<file path="src/hw/rtl/ssva_pkg.sv">
// ---------------------------------------------------------------------------
// ssva_pkg
// Shared constants and the PAL note period table for the score sequencer.
// ---------------------------------------------------------------------------
package ssva_pkg;

  // Voice count default
  localparam int VOICES_DEF = 3;

  // Note period table geometry
  localparam int ROM_DEPTH = 64;
  localparam int ROM_AW    = 6;
  localparam int PERIOD_W  = 16;

  // Reset value of the waveform register
  localparam logic [7:0] WAVE_RESET = 8'd64;

  // PAL period for one note index
  function automatic logic [PERIOD_W-1:0] note_period(input logic [ROM_AW-1:0] idx);
    logic [PERIOD_W-1:0] p;
    unique case (idx)
      6'd0:  p = 16'd278;   6'd1:  p = 16'd295;   6'd2:  p = 16'd313;
      6'd3:  p = 16'd331;   6'd4:  p = 16'd351;   6'd5:  p = 16'd372;
      6'd6:  p = 16'd394;   6'd7:  p = 16'd417;   6'd8:  p = 16'd442;
      6'd9:  p = 16'd468;   6'd10: p = 16'd496;   6'd11: p = 16'd526;
      6'd12: p = 16'd557;   6'd13: p = 16'd590;   6'd14: p = 16'd625;
      6'd15: p = 16'd662;   6'd16: p = 16'd702;   6'd17: p = 16'd743;
      6'd18: p = 16'd788;   6'd19: p = 16'd834;   6'd20: p = 16'd884;
      6'd21: p = 16'd937;   6'd22: p = 16'd992;   6'd23: p = 16'd1051;
      6'd24: p = 16'd1114;  6'd25: p = 16'd1180;  6'd26: p = 16'd1250;
      6'd27: p = 16'd1325;  6'd28: p = 16'd1403;  6'd29: p = 16'd1487;
      6'd30: p = 16'd1575;  6'd31: p = 16'd1669;  6'd32: p = 16'd1768;
      6'd33: p = 16'd1873;  6'd34: p = 16'd1985;  6'd35: p = 16'd2103;
      6'd36: p = 16'd2228;  6'd37: p = 16'd2360;  6'd38: p = 16'd2500;
      6'd39: p = 16'd2649;  6'd40: p = 16'd2807;  6'd41: p = 16'd2973;
      6'd42: p = 16'd3150;  6'd43: p = 16'd3338;  6'd44: p = 16'd3536;
      6'd45: p = 16'd3746;  6'd46: p = 16'd3969;  6'd47: p = 16'd4205;
      6'd48: p = 16'd4455;  6'd49: p = 16'd4720;  6'd50: p = 16'd5001;
      6'd51: p = 16'd5298;  6'd52: p = 16'd5613;  6'd53: p = 16'd5947;
      6'd54: p = 16'd6300;  6'd55: p = 16'd6675;  6'd56: p = 16'd7072;
      6'd57: p = 16'd7493;  6'd58: p = 16'd7938;  6'd59: p = 16'd8410;
      6'd60: p = 16'd8910;  6'd61: p = 16'd9440;  6'd62: p = 16'd10001;
      6'd63: p = 16'd10596;
      default: p = '0;
    endcase
    return p;
  endfunction

endpackage

</file>
<file path="src/hw/rtl/ssva_ram.sv">
// ---------------------------------------------------------------------------
// ssva_ram
// Generic single-port-write, single-port-read RAM with registered read data.
// ---------------------------------------------------------------------------
module ssva_ram #(
  parameter int WIDTH = 16,
  parameter int DEPTH = 64
) (
  input  logic                     clk,
  input  logic                     we,
  input  logic [$clog2(DEPTH)-1:0] waddr,
  input  logic [WIDTH-1:0]         wdata,
  input  logic                     re,
  input  logic [$clog2(DEPTH)-1:0] raddr,
  output logic [WIDTH-1:0]         rdata
);

  logic [WIDTH-1:0] mem [DEPTH];

  // Write port
  always_ff @(posedge clk) begin
    if (we) begin
      mem[waddr] <= wdata;
    end
  end

  // Registered read, held while re is low
  always_ff @(posedge clk) begin
    if (re) begin
      rdata <= mem[raddr];
    end
  end

endmodule

</file>
<file path="src/hw/rtl/score_sequencer_voice_allocator.sv">
// ---------------------------------------------------------------------------
// score_sequencer_voice_allocator
// Frame-driven score sequencer: counts wait frames, requests score bytes,
// starts notes on the first free voice with a period from a PAL table RAM.
// ---------------------------------------------------------------------------
//  channel | ports        | beat contents
//  --------+--------------+--------------------------------------------------
//  input   | in_t*        | tuser: command; tdata: score_byte
//  result  | out_t*       | tuser: kind; tdata: voice, period, wave_bits, remaining
//  config  | cfg_p*       | reg 0 at 0x0: wave_setting
//
//  One beat is taken per cycle unless the result channel stalls; each result passes
//  the middle stage (control update and period RAM read), then the output register.
//  After reset the period RAM is filled from the table, one entry a cycle:
//  in_tready stays low until the fill is done. Configuration is taken throughout.
//  A stalled result holds in the output register while one more beat waits
//  in the middle stage; after the fill, in_tready drops only when both are full and stalled.
// ---------------------------------------------------------------------------
module score_sequencer_voice_allocator #(
  parameter int VOICES = ssva_pkg::VOICES_DEF
) (
  input  logic        clk,
  input  logic        rst_n,
  // input channel
  input  logic        in_tvalid,
  output logic        in_tready,
  input  logic [7:0]  in_tdata,   // [7:0] score_byte
  input  logic [1:0]  in_tuser,   // [1:0] command
  // result channel
  output logic        out_tvalid,
  input  logic        out_tready,
  output logic [31:0] out_tdata,  // [1:0] voice, [17:2] period, [25:18] wave_bits,
                                  // [31:26] remaining
  output logic [2:0]  out_tuser,  // [2:0] kind
  // configuration port
  input  logic        cfg_psel,
  input  logic        cfg_penable,
  input  logic        cfg_pwrite,
  input  logic [2:0]  cfg_paddr,
  input  logic [31:0] cfg_pwdata,
  output logic [31:0] cfg_prdata,
  output logic        cfg_pready
);

  localparam int VW = (VOICES > 1) ? $clog2(VOICES) : 1;
  localparam int AW = ssva_pkg::ROM_AW;
  localparam int PW = ssva_pkg::PERIOD_W;

  typedef enum logic [1:0] {
    CMD_TICK  = 2'd0,
    CMD_BYTE  = 2'd1,
    CMD_START = 2'd2,
    CMD_NONE  = 2'd3
  } cmd_t;

  typedef enum logic [2:0] {
    K_IDLE  = 3'd0,
    K_FRAME = 3'd1,
    K_NEED  = 3'd2,
    K_NOTE  = 3'd3,
    K_DROP  = 3'd4,
    K_WAIT  = 3'd5,
    K_END   = 3'd6,
    K_IGN   = 3'd7
  } kind_t;

  localparam logic [7:0] END_BYTE = 8'hff;

  // -------------------------------------------------------------------------
  // Configuration register
  // -------------------------------------------------------------------------
  logic [7:0] wave_r;
  logic       cfg_wr;

  assign cfg_pready = 1'b1;
  assign cfg_wr     = cfg_psel && cfg_penable && cfg_pwrite && cfg_pready;

  always_ff @(posedge clk) begin
    if (!rst_n) begin
      wave_r <= ssva_pkg::WAVE_RESET;
    end else if (cfg_wr && (cfg_paddr[2] == 1'b0)) begin
      wave_r <= cfg_pwdata[7:0];
    end
  end

  assign cfg_prdata = (cfg_paddr[2] == 1'b0) ? {24'd0, wave_r} : 32'd0;

  // -------------------------------------------------------------------------
  // Period RAM fill after reset
  // -------------------------------------------------------------------------
  logic [AW:0] fill_cnt_r;
  logic        filling;

  assign filling = !fill_cnt_r[AW];

  always_ff @(posedge clk) begin
    if (!rst_n) begin
      fill_cnt_r <= '0;
    end else if (filling) begin
      fill_cnt_r <= fill_cnt_r + 1'b1;
    end
  end

  // -------------------------------------------------------------------------
  // Pipeline handshake
  // -------------------------------------------------------------------------
  logic s1_v_r;
  logic s1_adv;
  logic in_acc;

  assign s1_adv    = !out_tvalid || out_tready;
  assign in_tready = !filling && (!s1_v_r || s1_adv);
  assign in_acc    = in_tvalid && in_tready;

  logic [PW-1:0] rom_rdata;

  ssva_ram #(
    .WIDTH (PW),
    .DEPTH (ssva_pkg::ROM_DEPTH)
  ) u_period_ram (
    .clk   (clk),
    .we    (filling),
    .waddr (fill_cnt_r[AW-1:0]),
    .wdata (ssva_pkg::note_period(fill_cnt_r[AW-1:0])),
    .re    (in_acc),
    .raddr (in_tdata[AW-1:0]),
    .rdata (rom_rdata)
  );

  // -------------------------------------------------------------------------
  // Sequencer state update
  // -------------------------------------------------------------------------
  logic              playing_r, playing_nxt;
  logic              fetching_r, fetching_nxt;
  logic [5:0]        wait_r, wait_nxt;
  logic [VOICES-1:0] busy_r, busy_nxt;
  kind_t             kind_nxt;
  logic [VW-1:0]     free_idx;
  logic              free_found;
  cmd_t              cmd;

  assign cmd = cmd_t'(in_tuser);

  // Find the lowest free voice
  always_comb begin
    free_idx   = '0;
    free_found = 1'b0;
    for (int v = VOICES - 1; v >= 0; v--) begin
      if (!busy_r[v]) begin
        free_idx   = VW'(v);
        free_found = 1'b1;
      end
    end
  end

  always_comb begin
    playing_nxt  = playing_r;
    fetching_nxt = fetching_r;
    wait_nxt     = wait_r;
    busy_nxt     = busy_r;
    kind_nxt     = K_IGN;
    unique case (cmd)
      CMD_START: begin
        playing_nxt  = 1'b1;
        fetching_nxt = 1'b0;
        wait_nxt     = '0;
        kind_nxt     = K_IDLE;
      end
      CMD_TICK: begin
        priority if (!playing_r) begin
          kind_nxt = K_IDLE;
        end else if (fetching_r) begin
          kind_nxt = K_NEED;
        end else if (wait_r != '0) begin
          wait_nxt = wait_r - 1'b1;
          kind_nxt = K_FRAME;
        end else begin
          fetching_nxt = 1'b1;
          kind_nxt     = K_NEED;
        end
      end
      CMD_BYTE: begin
        if (fetching_r) begin
          priority if (!in_tdata[7]) begin
            // Note: take the first free voice or drop it
            if (free_found) begin
              busy_nxt[free_idx] = 1'b1;
              kind_nxt           = K_NOTE;
            end else begin
              kind_nxt = K_DROP;
            end
          end else if (in_tdata == END_BYTE) begin
            busy_nxt     = '0;
            playing_nxt  = 1'b0;
            fetching_nxt = 1'b0;
            wait_nxt     = '0;
            kind_nxt     = K_END;
          end else begin
            // Wait: a nonzero length ends the fetch and counts one frame
            busy_nxt = '0;
            kind_nxt = K_WAIT;
            if (in_tdata[5:0] != '0) begin
              fetching_nxt = 1'b0;
              wait_nxt     = in_tdata[5:0] - 1'b1;
            end else begin
              wait_nxt = '0;
            end
          end
        end
      end
      CMD_NONE: begin
        kind_nxt = K_IGN;
      end
      default: begin
        kind_nxt = K_IGN;
      end
    endcase
  end

  always_ff @(posedge clk) begin
    if (!rst_n) begin
      playing_r  <= 1'b0;
      fetching_r <= 1'b0;
      wait_r     <= '0;
      busy_r     <= '0;
    end else if (in_acc) begin
      playing_r  <= playing_nxt;
      fetching_r <= fetching_nxt;
      wait_r     <= wait_nxt;
      busy_r     <= busy_nxt;
    end
  end

  // -------------------------------------------------------------------------
  // Middle stage: result fields waiting on the RAM read
  // -------------------------------------------------------------------------
  kind_t         s1_kind_r;
  logic [VW-1:0] s1_voice_r;
  logic [7:0]    s1_wave_r;
  logic [5:0]    s1_rem_r;

  always_ff @(posedge clk) begin
    if (!rst_n) begin
      s1_v_r <= 1'b0;
    end else if (in_acc) begin
      s1_v_r <= 1'b1;
    end else if (s1_adv) begin
      s1_v_r <= 1'b0;
    end
  end

  always_ff @(posedge clk) begin
    if (in_acc) begin
      s1_kind_r  <= kind_nxt;
      s1_voice_r <= free_idx;
      s1_wave_r  <= wave_r;
      s1_rem_r   <= wait_nxt;
    end
  end

  // -------------------------------------------------------------------------
  // Output register
  // -------------------------------------------------------------------------
  logic          out_v_r;
  kind_t         out_kind_r;
  logic [1:0]    out_voice_r;
  logic [PW-1:0] out_period_r;
  logic [7:0]    out_wave_r;
  logic [5:0]    out_rem_r;
  logic          s1_note;

  assign s1_note = (s1_kind_r == K_NOTE);

  always_ff @(posedge clk) begin
    if (!rst_n) begin
      out_v_r <= 1'b0;
    end else if (s1_adv) begin
      out_v_r <= s1_v_r;
    end
  end

  always_ff @(posedge clk) begin
    if (s1_adv && s1_v_r) begin
      out_kind_r   <= s1_kind_r;
      out_voice_r  <= s1_note ? 2'(s1_voice_r) : 2'd0;
      out_period_r <= s1_note ? rom_rdata : '0;
      out_wave_r   <= s1_note ? s1_wave_r : 8'd0;
      out_rem_r    <= s1_rem_r;
    end
  end

  assign out_tvalid = out_v_r;
  assign out_tuser  = out_kind_r;
  assign out_tdata  = {out_rem_r, out_wave_r, out_period_r, out_voice_r};

  // -------------------------------------------------------------------------
  // Assertions
  // -------------------------------------------------------------------------
  a_no_accept_in_fill: assert property (@(posedge clk) disable iff (!rst_n)
    filling |-> !in_tready)
    else $error("input beat accepted during period RAM fill");

  a_fetch_needs_play: assert property (@(posedge clk) disable iff (!rst_n)
    fetching_r |-> playing_r)
    else $error("fetching while playback is off");

  a_wait_frees_voices: assert property (@(posedge clk) disable iff (!rst_n)
    (in_acc && (cmd == CMD_BYTE) && fetching_r && in_tdata[7]) |=> (busy_r == '0))
    else $error("voices not freed by wait or end byte");

  a_payload_zero: assert property (@(posedge clk) disable iff (!rst_n)
    (out_tvalid && (out_tuser != K_NOTE)) |-> (out_tdata[25:0] == 26'd0))
    else $error("note fields set on a non-note result");

endmodule
</file>
<file path="config.mk">
export PLATFORM = sky130hd
export DESIGN_NAME = score_sequencer_voice_allocator
export DESIGN_NICKNAME = d
export VERILOG_FILES = /design/src/hw/rtl/ssva_pkg.sv /design/src/hw/rtl/ssva_ram.sv /design/src/hw/rtl/score_sequencer_voice_allocator.sv
export SDC_FILE = /design/constraint.sdc
export NUM_CORES = 1
export LEC_CHECK = 0
export BUFFER_PORTS_ARGS = -buffer_cell sky130_fd_sc_hd__buf_2
export CORE_ASPECT_RATIO = 2
export CORE_UTILIZATION = 40
export CTS_CLUSTER_DIAMETER = 80
export DETAILED_ROUTE_END_ITERATION = 7
export PLACE_DENSITY_LB_ADDON = 0.08
export RECOVER_POWER = 100
export SYNTH_ARGS = -nofsm -noshare
export SYNTH_HDL_FRONTEND = slang
export SYNTH_HIERARCHICAL = 1
export SYNTH_SLANG_ARGS = --single-unit
</file>
<file path="constraint.sdc">
create_clock -name clk -period 5.42 [get_ports clk]
set_input_delay 0.542 -clock clk [delete_from_list [all_inputs] [get_ports clk]]
set_output_delay 0.542 -clock clk [all_outputs]
set_load 0.01 [all_outputs]
</file>
== Word level (Yosys, flattened, before mapping) ==
Memories as Yosys holds them, arrays and structs flattened. A register that Yosys moved wholly into a read port is not among the register bits.
Index checks and enable logic that the tools add are counted.
Word-level totals
  bits in read-only memories: 896
  input port bits: 52
  RAM bits: 1024
  output and inout bits: 70
  memories: 2
  bits in latches: 0
  bits in registers: 82
Memory list
  u_period_ram.mem: depth 64, width 16, rd ports 1, clocked after memory_dff 1, write ports 1, RTL line ssva_ram.sv:18  | logic [WIDTH-1:0] mem [DEPTH];
  (name not given): depth 64, width 14, rd ports 1, clocked after memory_dff 1, write ports 0, RTL line ssva_pkg.sv:21  | unique case (idx)
Cells by class
  div/mod/pow operators: 0
  $add $sub $neg: 3
  magnitude comparators: 2
  reduce and logical (&&, ||, !) cells: 21
  bitwise operators: 2
  shifts and indexed selects: 0
  muxes and demuxes: 45
  $mul: 0
  eq/ne operators: 9
Operators with widths (count)
  6-bit two-way mux: 9
  6-bit one-hot mux with 3 select lines: 1
  1-bit two-way mux: 17
  3-bit two-way mux: 5
  2-bit two-way mux: 7
  3-bit one-hot mux with 4 select lines: 1
  6-bit nonzero test: 2
  6-bit by 1-bit subtractor with 6-bit output, second input constant: 2
  8-bit == test, second input constant: 1
  8-bit two-way mux: 1
  2-bit != test, second input constant: 4
  7-bit by 1-bit adder with 7-bit output, second input constant: 1
  1-bit logical AND: 7
  7-bit two-way mux: 1
  2-bit nonzero test: 3
  5-bit AND reduction: 1
  2-bit == test, second input constant: 2
  4-bit AND reduction: 1
  3-bit by 2-bit == test with 1-bit output, second input constant: 1
  2-bit by 3-bit less-than comparator with 1-bit output, second input constant: 1
  3-bit OR: 1
  1-bit one-hot mux with 3 select lines: 1
  3-bit AND reduction: 1
  3-bit nonzero test: 1
  other kinds (8): 10

== Logic depth before layout (Yosys ltp) ==
Gate-level depths: netlist (run 1).
  depth in word-level cells: 10
  mapped depth: 11
  depth with buffers taken out: 10

== Modules after synthesis ==
The synthesis (run 1) kept the hierarchy.
Modules (own cells, without submodules)
  ssva_ram: instances 1, area each 40202.3 µm², cells an instance 1829
  score_sequencer_voice_allocator: instances 1, area each 5489.0 µm², cells an instance 577

== Worst setup path after synthesis (run 1) ==
Ideal clock, no wire load.
  path kind: register to register
  from: register fill_cnt_r[0]
  to: register with a tool-made name
  path buffers: 0
  clock period less this slack: 2.693 ns
  data arrival time: 2.559 ns
  slack: 2.727 ns
  cell stages (with the launch flop): 10
  required time: 5.286 ns
  cells stage by stage: dfxtp_1 -> ha_1 -> mux2i_1 -> nor2_1 -> inv_1 -> ha_1 -> inv_1 -> nand3_1 -> and4_1 -> or4_1
RTL lines
  start, declared: RTL line score_sequencer_voice_allocator.sv:91  | logic [AW:0] fill_cnt_r;
  start signal, assigned: RTL line score_sequencer_voice_allocator.sv:100  | fill_cnt_r <= fill_cnt_r + 1'b1;

==> impl_metrics.env, run 1 <==
export IMPL_cts_tree="built"
export IMPL_powerDensity_mw_per_mm2=352
export IMPL_final_seq_area_mm2=0.0337
export IMPL_setup_violations=0
export IMPL_synthAdderAreaFrac_pct=0.520
export IMPL_first_global_vias=23900
export IMPL_critPathCaptureType="flop"
export IMPL_p_leak_nw=16.6
export IMPL_wl_per_cell_um=28.6
export IMPL_drc=0
export IMPL_whs_ns=0.0768
export IMPL_ys_top_cells_by_area="edfxtp_1, mux4_2, mux2i_1"
export IMPL_peakVddDrop_uv=267
export IMPL_cts_hold_fix_buffers=0
export IMPL_synth_xor_area_share_pct=0.309
export IMPL_worstPathArrival_ns=4.89
export IMPL_finalWirelength_um=122000
export IMPL_antenna_found_initial=4
export IMPL_crit_type="flop to flop"
export IMPL_grt_overflow=0
export IMPL_cap_violations=22
export IMPL_via_per_inst=5.43
export IMPL_synth_most_common_cell="edfxtp_1"
export IMPL_dp_hpwl_um=76400
export IMPL_die_area_mm2=0.116
export IMPL_synth_top_family_by_area="multiplexers"
export IMPL_ant_nets=0
export IMPL_htreeDepth=3
export IMPL_skew_ns=0.0216
export IMPL_period_share_pct=80.1
export IMPL_clockBufferDepth=3
export IMPL_ys_async_sr_fraction_pct=0
export IMPL_yosys_warnings=6
export IMPL_netlist_area_mm2=0.0457
export IMPL_grt_start_max_net_pins=79
export IMPL_dr_wl_met2_um=69200
export IMPL_fill_cells=10100
export IMPL_wl_met1_um=43400
export IMPL_synth_area_per_cell_um2=19.0
export IMPL_dpl_instance_area_mm2=0.0485
export IMPL_synth_area_mux_share_pct=13.9
export IMPL_critPathRequiredTime_ns=5.97
export IMPL_finalWorstSetupSlack_ns=1.08
export IMPL_grt_pass1_wl_um=174000
export IMPL_syn_to_final_growth_pct=12.4
export IMPL_ys_types=85
export IMPL_die_h_um=480
export IMPL_yosys_area_top_type="edfxtp_1"
export IMPL_synth_flop_cell="edfxtp_1"
export IMPL_drv_slew=1110
export IMPL_vias=23200
export IMPL_grtUsageTotal_pct=21.5
export IMPL_core_mm2=0.113
export IMPL_violations="max-capacitance violations, max-slew violations"
export IMPL_initial_core_util_pct=40.3
export IMPL_synth_seq_cells=1136
export IMPL_synth_cells=2406
export IMPL_multiInputGateArea_mm2=0.0114
export IMPL_place_ws_ns=1.53
export IMPL_clock_sinks=1136
export IMPL_critPathLaunchType="flop"
export IMPL_gp_congestion=0.835
export IMPL_max_freq_ghz=0.230
export IMPL_synthSimpleGateAreaFrac_pct=4.78
export IMPL_hold_path_class="input port to flop"
export IMPL_tightest_slew_ns=3.84
export IMPL_cts_root_buf="clkbuf_16"
export IMPL_top_layer_used="met5"
export IMPL_die_x_um=241
export IMPL_cts_resized=0
export IMPL_yosys_top_cells_count="edfxtp_1, mux4_2, nand2_1, nor2_1, mux2i_1"
export IMPL_fin_tns_setup_ns=0
export IMPL_utilization_pct=45.3
export IMPL_dr_pass1_iters=5
export IMPL_rsz0062_at_grt="no"
export IMPL_period_minus_slack_ns=4.34
export IMPL_fin_area_mm2=0.0514
export IMPL_synth_top_area_share_pct=71.9
export IMPL_post_cts_buffers=0
export IMPL_ios=122
export IMPL_slew_headroom_pct=-156
export IMPL_yosysSeqAreaShare_pct=73.7
export IMPL_dr_first_iter_drc_count=1862
export IMPL_synth_edff_count=1094
export IMPL_portBuffers=70
export IMPL_path_max_fanout=30
export IMPL_nets=2763
export IMPL_synth_compound_area_share_pct=4.16
export IMPL_wl_met3_um=4860
export IMPL_cts_made_buffers=101
export IMPL_insertion_delay_ns=0.71
export IMPL_row_count=175
export IMPL_drive_above_1_share_pct=17.8
export IMPL_finalHoldViolCount=0
export IMPL_clkSlewWorstSetupHoldPaths_ns=0.07
export IMPL_outcome="finished, violations left"
## routing by layer
| metal | GRT usage (%) | vias to the layer above |
|---|---|---|
| met4 | 8.67 | 2 |
| met3 | 2.30 | 178 |
| met5 | 0 | - |
| met2 | 41.2 | 612 |
| met1 | 23.8 | 12300 |
| li1 | - | 10200 |
## sequential cells by signal (all words and copies together) (netlist names), named ones only
name,count
busy_r,3
fetching_r,1
fill_cnt_r,7
out_period_r,16
out_rem_r,6
out_tuser,3
out_tvalid,1
out_voice_r,2
out_wave_r,8
playing_r,1
s1_kind_r,3
s1_rem_r,6
s1_v_r,1
s1_voice_r,2
s1_wave_r,8
u_period_ram/mem,1024
u_period_ram/rdata,16
wait_r,6
wave_r,8
## layout by cell type, fill, tap and decap left out, types with 9 or more instances in the layout
cell type / instances
nand2_1: 113
xnor2_1: 11
clkinv_2: 20
nor3_1: 22
and2_0: 16
a311oi_1: 9
bufinv_16: 10
a211oi_1: 17
edfxtp_1: 1094
clkbuf_1: 149
a22oi_1: 39
nor2_1: 109
nand4_1: 16
dfxtp_1: 34
mux2i_1: 93
o21ai_0: 29
mux4_2: 220
conb_1: 153
buf_4: 34
a221oi_1: 18
and2_1: 21
clkbuf_16: 104
ha_1: 19
inv_1: 18
mux2_2: 28
a21oi_1: 52
buf_2: 20
clkinv_1: 22
nand3_1: 43
a221o_1: 10
a31oi_1: 16
a211o_1: 10
nor2b_1: 45
## final timing paths
path                                            startpoint                      to  slack, ns  depth (start not counted)
worst max-delay path            fill_cnt_r[0]$_SDFFE_PN0N_                    flop       1.08                         10
worst max register to register  fill_cnt_r[0]$_SDFFE_PN0N_                    flop       1.08                         10
worst min register to register       s1_rem_r[0]$_DFFE_PP_  out_rem_r[0]$_DFFE_PP_       0.42                          0
worst min-delay path                         cfg_pwdata[6]  wave_r[6]$_SDFFE_PN1P_       0.08                          3
## metrics by stage
step | cells | power, mW
2_1_floorplan | 2557 | 10.6
3_3_place_gp | 4093 | 11.0
3_5_place_dp | 4093 | 11.0
4_1_cts | 4279 | 18.3
5_1_grt | 4280 | 18.6
6_report | 4280 | 18.1
## worst max-delay path, stage by stage (launching register included)
cell	delay, ns
dfxtp_1	0.73
ha_1	0.38
and2b_1	0.29
mux2i_2	0.23
clkbuf_1	1.14
inv_1	0.10
buf_4	0.29
ha_1	0.26
or3_1	0.37
o2111ai_1	0.16
o311ai_0	0.20
## final cells by class
class | instances | share of cell area, %
clock inverter | 63 | 1.17
tap | 1504 | 3.66
antenna | 1 | 0.00487
timing repair buffer | 195 | 1.94
clock buffer | 123 | 5.26
inverter | 20 | 0.146
multi-input combinational | 1238 | 22.2
sequential | 1136 | 65.6
## kinds of logic (layout without fill, tap and decap cells)
kind of cell,count (synthesis),in the layout
and+or+nand+nor,439,439
muxes,348,348
buffers and inverters,183,401
AOI/OAI and AO/OA,265,265
other,2,154
adders and majority gates,19,19
DFF,1136,1136
xor gates and xnor gates,14,14
## power by group
group          switching [mW]  internal (mW)  leakage, nW  total [mW]
Clock                    3.22           4.04         1.61        7.26
Combinational           0.725          0.297         4.50        1.02
Sequential             0.0226           9.78         10.4        9.80
Total                    3.97           14.1         16.6        18.1
No activity file was read; power rests on OpenSTA's default activity.
==> run 2, diff against run 1 <==
- clock period: 5.42 -> 4.2 ns (I/O delays scaled with it)
==> run 2 against run 1 <==
Net effect: sequential cell count did not move; the flow still finishes with violations (max-capacitance violations, max-slew violations); worst hold slack improved by 0.010 ns; first-iteration DRC count down 7.0%; fmax increased by 14%; largest power group unchanged; largest cell class unchanged; via count increased by 0.94%; clock skew up 0.010 ns; utilization rose by 0.41 points.
==> impl_metrics.env, run 2 (synthesized netlist as in run 1, its figures left out) <==
export IMPL_antenna_found_initial=4
export IMPL_fin_tns_setup_ns=0
export IMPL_grtUsageTotal_pct=22.1
export IMPL_cts_tree="built"
export IMPL_cts_root_buf="clkbuf_16"
export IMPL_cts_resized=0
export IMPL_insertion_delay_ns=0.72
export IMPL_critPathLaunchType="flop"
export IMPL_slowest_delay_ns=0.86
export IMPL_gp_congestion=0.851
export IMPL_clockBufferDepth=3
export IMPL_max_freq_ghz=0.262
export IMPL_period_minus_slack_ns=3.81
export IMPL_slew_headroom_pct=-140
export IMPL_final_common_cell="edfxtp_1"
export IMPL_drv_slew=870
export IMPL_dp_hpwl_um=81700
export IMPL_whs_ns=0.0871
export IMPL_rsz0062_at_grt="no"
export IMPL_grt_start_max_net_pins=94
export IMPL_via_per_inst=5.41
export IMPL_regMostFlops="u_period_ram/mem"
export IMPL_dr_first_iter_drc_count=1731
export IMPL_drc=0
export IMPL_die_x_um=241
export IMPL_initial_core_util_pct=40.3
export IMPL_critPathCaptureType="flop"
export IMPL_critPathRequiredTime_ns=4.52
export IMPL_power_mw=23.5
export IMPL_cap_violations=17
export IMPL_die_h_um=480
export IMPL_fill_cells=10000
export IMPL_tightest_slew_ns=3.59
export IMPL_crit_chain="clkbuf_1 -> nor2b_1 -> nand3_1 -> nor2_1 -> clkbuf_1"
export IMPL_final_cell_mix="edfxtp_1, mux4_2, conb_1"
export IMPL_ios=122
export IMPL_clock_sinks=1136
export IMPL_p_leak_nw=16.8
export IMPL_cts_made_buffers=102
export IMPL_period_share_pct=90.8
export IMPL_outcome="finished, violations left"
export IMPL_finalHoldViolCount=0
export IMPL_reg_top3="u_period_ram/mem: 1024 flops, out_period_r: 16 flops, u_period_ram/rdata: 16 flops"
export IMPL_htreeDepth=3
export IMPL_setup_violations=0
export IMPL_path_max_fanout=16
export IMPL_wl_per_cell_um=28.8
export IMPL_nets=2812
export IMPL_crit_type="flop to flop"
export IMPL_critPathSlowestCell="clkbuf_1"
export IMPL_powerDensity_mw_per_mm2=454
export IMPL_core_mm2=0.113
export IMPL_hold_path_class="input port to flop"
export IMPL_skew_ns=0.0318
export IMPL_first_global_vias=24700
export IMPL_worstPathArrival_ns=4.13
export IMPL_post_cts_buffers=0
export IMPL_violations="max-capacitance violations, max-slew violations"
export IMPL_drive_above_1_share_pct=18.9
export IMPL_ant_nets=0
export IMPL_clkSlewWorstSetupHoldPaths_ns=0.07
export IMPL_largest_reg_flops=1024
export IMPL_grt_pass1_wl_um=179000
export IMPL_grt_overflow=0
export IMPL_dr_pass1_iters=5
export IMPL_cts_hold_fix_buffers=9
export IMPL_finalWirelength_um=125000
export IMPL_row_count=175
export IMPL_peakVddDrop_uv=356
export IMPL_syn_to_final_growth_pct=13.4
export IMPL_crit_top_cell="clkbuf_1"
export IMPL_die_area_mm2=0.116
export IMPL_vias=23400
export IMPL_portBuffers=70
==> run 2: cell type report <==
class / count / area (um^2) / area share (%)
clock inverter: 67 / 691 / 1.33
inverter: 20 / 75.1 / 0.145
antenna: 4 / 10.0 / 0.0193
tap: 1504 / 1880 / 3.63
sequential: 1136 / 33700 / 65.0
clock buffer: 121 / 2690 / 5.18
multi-input combinational: 1238 / 11400 / 22.0
timing repair buffer: 243 / 1380 / 2.67
==> run 2: critical path, delay by kind of cell, from the launching register on <==
family	cells	cell delay [ns]
DFF	1	0.63
buffers and inverters	2	1.52
and+or+nand+nor	3	1.27
==> run 2: final timing paths <==
| kind | start | end | slack, ns | cells past startpoint |
|---|---|---|---|---|
| worst min register to register | s1_rem_r[3]$_DFFE_PP_ | out_rem_r[3]$_DFFE_PP_ | 0.42 | 0 |
| worst max register to register | fill_cnt_r[2]$_SDFFE_PN0N_ | u_period_ram/mem[37][2]$_DFFE_PP_ | 0.39 | 5 |
| worst min-delay path | in_tuser[1] | playing_r$_SDFFE_PN0P_ | 0.09 | 3 |
| worst max-delay path | fill_cnt_r[2]$_SDFFE_PN0N_ | u_period_ram/mem[37][2]$_DFFE_PP_ | 0.39 | 5 |
==> run 2: metal layers <==
metal / vias to the layer above / share of wire [%] / track usage [%]
met3: 180 / 3.8 / 3.09
met1: 12400 / 36 / 24.4
met5: - / 0.010 / 0
met4: 2 / 4.3 / 9.21
met2: 568 / 56 / 41.5
li1: 10300 / - / -
==> run 2: report_power, final <==
| part | switching, mW | internal [mW] | leakage (nW) | total (mW) |
|---|---|---|---|---|
| registers | 0.104 | 12.6 | 10.4 | 12.7 |
| logic | 0.886 | 0.413 | 4.73 | 1.30 |
| clock network | 4.23 | 5.32 | 1.65 | 9.55 |
==> run 2: through the flow <==
step	util, %	cell area [um^2]	worst slack, ns	cells
after detailed placement	43.0	48800	0.680	4132
after floorplan	-	46300	1.51	2557
after CTS	46.1	52300	0.784	4329
final	45.7	51800	0.386	4333
after global placement	43.0	48800	0.715	4132
after global routing	45.7	51800	0.304	4330
